==> src/hdl/sbrot_pkg.sv <==
// shared types, orientation table and coefficient constants for the board rotation core
package sbrot_pkg;

  typedef logic [5:0]  orient_code_t;
  typedef logic [1:0]  status_t;
  typedef logic [3:0]  coef_idx_t;
  typedef logic [35:0] rot_sel_t;
  typedef logic [15:0][63:0] coef_set_t;

  localparam orient_code_t NUM_CODES   = 6'd42;
  localparam orient_code_t CODE_CUSTOM = 6'd42;

  localparam status_t STATUS_OK      = 2'd0;
  localparam status_t STATUS_CUSTOM  = 2'd1;
  localparam status_t STATUS_INVALID = 2'd2;

  localparam longint unsigned NANO_ONE = 64'd1000000000;

  // matrix entries, one nibble each, out x row first
  localparam rot_sel_t ROT_IDENTITY = 36'h100010001;

  // coefficient values in units of 1e-9
  function automatic longint coef_nano(coef_idx_t idx);
    longint v;
    case (idx)
      4'd0:    v = 64'sd0;
      4'd1:    v = 64'sd1000000000;
      4'd2:    v = -64'sd1000000000;
      4'd3:    v = 64'sd707106781;
      4'd4:    v = -64'sd707106781;
      4'd5:    v = 64'sd143039000;
      4'd6:    v = 64'sd368776000;
      4'd7:    v = -64'sd918446000;
      4'd8:    v = -64'sd332133000;
      4'd9:    v = -64'sd856289000;
      4'd10:   v = -64'sd395546000;
      4'd11:   v = -64'sd932324000;
      4'd12:   v = 64'sd361625000;
      4'd13:   v = 64'sd121869343;
      4'd14:   v = -64'sd121869343;
      default: v = 64'sd992546152;
    endcase
    return v;
  endfunction

  // all sixteen coefficients in fixed point, magnitude rounded half up, sign after
  function automatic coef_set_t coef_all(int frac_bits);
    coef_set_t      res;
    longint         v;
    longint unsigned mag;
    longint unsigned q;
    for (int i = 0; i < 16; i++) begin
      v   = coef_nano(coef_idx_t'(i));
      mag = (v < 0) ? longint'(-v) : longint'(v);
      q   = ((mag << frac_bits) + NANO_ONE / 2) / NANO_ONE;
      res[i] = (v < 0) ? (~q + 64'd1) : q;
    end
    return res;
  endfunction

  function automatic rot_sel_t rot_sel(orient_code_t code);
    rot_sel_t s;
    unique case (code)
      6'd0:    s = 36'h100010001;
      6'd1:    s = 36'h340330001;
      6'd2:    s = 36'h020100001;
      6'd3:    s = 36'h440340001;
      6'd4:    s = 36'h200020001;
      6'd5:    s = 36'h430440001;
      6'd6:    s = 36'h010200001;
      6'd7:    s = 36'h330430001;
      6'd8:    s = 36'h100020002;
      6'd9:    s = 36'h330340002;
      6'd10:   s = 36'h010100002;
      6'd11:   s = 36'h430330002;
      6'd12:   s = 36'h200010002;
      6'd13:   s = 36'h440430002;
      6'd14:   s = 36'h020200002;
      6'd15:   s = 36'h340440002;
      6'd16:   s = 36'h100002010;
      6'd17:   s = 36'h303304010;
      6'd18:   s = 36'h001100010;
      6'd19:   s = 36'h403303010;
      6'd20:   s = 36'h100001020;
      6'd21:   s = 36'h304303020;
      6'd22:   s = 36'h002100020;
      6'd23:   s = 36'h404304020;
      6'd24:   s = 36'h001010200;
      6'd25:   s = 36'h002010100;
      6'd26:   s = 36'h020200002;
      6'd27:   s = 36'h010100002;
      6'd28:   s = 36'h010002200;
      6'd29:   s = 36'h002020200;
      6'd30:   s = 36'h020001200;
      6'd31:   s = 36'h200002020;
      6'd32:   s = 36'h200001010;
      6'd33:   s = 36'h020002100;
      6'd34:   s = 36'h001020100;
      6'd35:   s = 36'h010001100;
      6'd36:   s = 36'h001200020;
      6'd37:   s = 36'h002200010;
      6'd38:   s = 36'h56789ABC0;
      6'd39:   s = 36'h304010303;
      6'd40:   s = 36'h340002330;
      6'd41:   s = 36'hF0D010E0F;
      default: s = ROT_IDENTITY;
    endcase
    return s;
  endfunction

endpackage

==> src/hdl/sbrot_row.sv <==
// one output axis: three products, sum, round half up and saturate
module sbrot_row import sbrot_pkg::*; #(
  parameter int SAMPLE_BITS    = 16,
  parameter int COEF_FRAC_BITS = 16
) (
  input  logic signed [COEF_FRAC_BITS+1:0] coef_a,
  input  logic signed [COEF_FRAC_BITS+1:0] coef_b,
  input  logic signed [COEF_FRAC_BITS+1:0] coef_c,
  input  logic signed [SAMPLE_BITS-1:0]    smp_a,
  input  logic signed [SAMPLE_BITS-1:0]    smp_b,
  input  logic signed [SAMPLE_BITS-1:0]    smp_c,
  output logic signed [SAMPLE_BITS:0]      result
);

  localparam int PW = SAMPLE_BITS + COEF_FRAC_BITS + 2;
  localparam int AW = PW + 2;
  localparam int RW = AW - COEF_FRAC_BITS;
  localparam logic signed [AW-1:0] HALF = AW'(1) << (COEF_FRAC_BITS - 1);

  logic signed [PW-1:0] prod_a;
  logic signed [PW-1:0] prod_b;
  logic signed [PW-1:0] prod_c;
  logic signed [AW-1:0] acc;
  logic signed [RW-1:0] rnd;
  logic                 ovf;

  assign prod_a = PW'(coef_a) * PW'(smp_a);
  assign prod_b = PW'(coef_b) * PW'(smp_b);
  assign prod_c = PW'(coef_c) * PW'(smp_c);

  assign acc = AW'(prod_a) + AW'(prod_b) + AW'(prod_c) + HALF;
  assign rnd = $signed(acc[AW-1:COEF_FRAC_BITS]);

  // top bits must all match the sign to fit the output width
  assign ovf = (rnd[RW-1:SAMPLE_BITS] != {(RW-SAMPLE_BITS){rnd[RW-1]}});

  always_comb begin
    if (ovf) begin
      result = rnd[RW-1] ? {1'b1, {SAMPLE_BITS{1'b0}}} : {1'b0, {SAMPLE_BITS{1'b1}}};
    end else begin
      result = rnd[SAMPLE_BITS:0];
    end
  end

endmodule

==> config.mk <==
export PLATFORM = sky130hd
export DESIGN_NAME = sbrot_row
export DESIGN_NICKNAME = d
export VERILOG_FILES = /design/src/hdl/sbrot_pkg.sv /design/src/hdl/sbrot_row.sv
export SDC_FILE = /design/constraint.sdc
export NUM_CORES = 2
export LEC_CHECK = 0
export BUFFER_PORTS_ARGS = -buffer_cell sky130_fd_sc_hd__buf_2
export CAP_MARGIN = 20
export CELL_PAD_IN_SITES_DETAIL_PLACEMENT = 1
export CELL_PAD_IN_SITES_GLOBAL_PLACEMENT = 2
export CORE_ASPECT_RATIO = 1.25
export CORE_MARGIN = 8
export CORE_UTILIZATION = 43
export DETAILED_ROUTE_END_ITERATION = 8
export PLACE_DENSITY = 0.85
export SYNTH_ARGS = -nofsm -noshare
export SYNTH_HDL_FRONTEND = slang
export SYNTH_SLANG_ARGS = --single-unit
export TNS_END_PERCENT = 30
==> constraint.sdc <==
create_clock -name vclk -period 12.2
set_input_delay 1.22 -clock vclk [all_inputs]
set_output_delay 1.22 -clock vclk [all_outputs]
set_load 0.02 [all_outputs]
==> run metrics <==
outcome=finished clean; Clock buffer cells=0; Syn Std Cell Area=33,700 um2; CP Capture Type=primary output; drt first pass iters=5; critical path startpoint=smp_b[1]; Worst path max stage delay=0.84 ns; RSZ-0062 raised after global routing=false; flip-flop and latch count=0; post-route minimum period=11.62 ns; Synth Instances=3,556; initial antenna violation count=4; vias in the first global route=27,300; Filler Cell Count=8,923; Final ANT Viol Nets=0; syn nets=4,886; setup repair bufs after CTS=0; Ys Warns=0; most frequent CP cell=fa_1; I/O Buffers=119; CP Class=primary input to primary output; Site Rows=114; synth top area cells=fa_1 61%, inv_1 12%, and2_1 7.7%, ha_1 7.6%, nand2_1 4.7%; startpoint types=primary input; Critical Path RT=10.98 ns; Layout area overhead=4.58%; pin count of the biggest net entering global routing=20; Initial DRC Count=774; sequential area share after synthesis=0%; Final Hold Viols=0; Layout Nets=4,900; DPL Wire Length=85,400 um; routed vias/inst=4.87; post-synth top area cell=fa_1; Setup violations, final=0; Max FO, Critical Path=18; Worst Tran Pin Value=1.11 ns; die area=87,500 um2; Mean Syn Cell Area=9.46 um2; Post-CTS Resized=0; final WL=91,400 um; Util after Layout=45.4%; final setup TNS=0 ns; Die Y=329 um; Vias=22,500; hold crit path type=primary input to primary output; Initial Util=43.5%; Max-slew headroom=25.8%; Ports=119; first-pass GRT wire length=151,000 um; Achievable Freq=0.0860 GHz; Slowest-stage cell, CP=a2bb2oi_2; CP arrival=10.40 ns; DRC errors left=0; GRT Resource Usage Total=21.9%; Synth cell types=60; share of cells above drive strength 1=4.57%; total gr overflow=0; Final period util=95.3%; Yosys top cell area share=60.9%; min-delay src=coef_a[0]; register area=0 um2; Core ar.=77,500 um2; cts hold-fix bufs=0; Horiz. Die Dim=266 um; gpl congestion=0.884; Avg WL per Cell=19.8 um; Slew Limit Fails=0; max-cap violations=0
## logic make-up after synthesis
logic type	share of synthesized area (%)
and+or+nand+nor	14.2
adders and majority gates	68.5
muxes	0.0335
AOI/OAI and AO/OA	2.32
buffers and inverters	13.9
xor gates and xnor gates	1.00
## cell usage after synthesis, drive strengths merged, types with 3 or more instances
cell type	count
ha	205
o21ai	19
nand4	11
o211ai	4
xnor2	24
nand2b	24
nor2	10
xor2	12
a31o	3
nor2b	31
a221o	4
nand2	423
clkbuf	112
a211oi	4
and2	417
a21oi	51
buf	15
a21o	5
inv	1113
fa	1023
nand3	9
nor3	6
## worst max-delay path, delay by kind of cell
kind	cells	cell delay (ns)
adders and majority gates	10	5.43
and+or+nand+nor	5	0.87
AOI/OAI and AO/OA	5	1.74
buffers and inverters	7	1.12
## layout by cell type, fill, tap and decap left out, types with 12 or more instances in the layout
master and count:
inv_1 1112, fa_1 1023, nand2_1 423, and2_1 416, ha_1 205, buf_2 119, a21oi_1 38, nor2b_1 31
nand2b_1 24, xnor2_1 24, buf_4 20, o21ai_0 15, a21oi_2 13, xor2_1 12
## worst paths after layout
path	endpoint	slack, ns	cells after the start
worst min-delay path	result[0]	3.92	9
worst max-delay path	result[3]	0.58	27
## through the flow
stage	std cells	cell area (um2)	hold WS [ns]	setup WS, ns
CTS	4612	35200	3.94	0.506
global placement	4612	35200	3.94	0.748
floorplan	3556	33700	3.08	1.81
finish	4614	35200	3.92	0.578
global route	4613	35200	4.03	0.110
detailed placement	4612	35200	3.93	0.556
## layout make-up
type / count / area [um2] / share of cell area [%]
Timing Repair Buffer: 139 / 746 / 2.12
Inverter: 1113 / 4180 / 11.9
Tap cell: 1044 / 1310 / 3.71
Multi-Input combinational cell: 2316 / 29000 / 82.3
Antenna cell: 2 / 5.00 / 0.0142
## per-layer routing
metal	track usage (%)	wire length (um)	up-vias
li1	-	-	9880
met1	29.6	40700	12200
met2	38.0	45500	310
met3	1.72	2590	110
met4	5.32	2580	2
met5	0	7	-
Power is not shown: default switching activity piles up to over one toggle a cycle in this logic, so the estimate is an artifact.
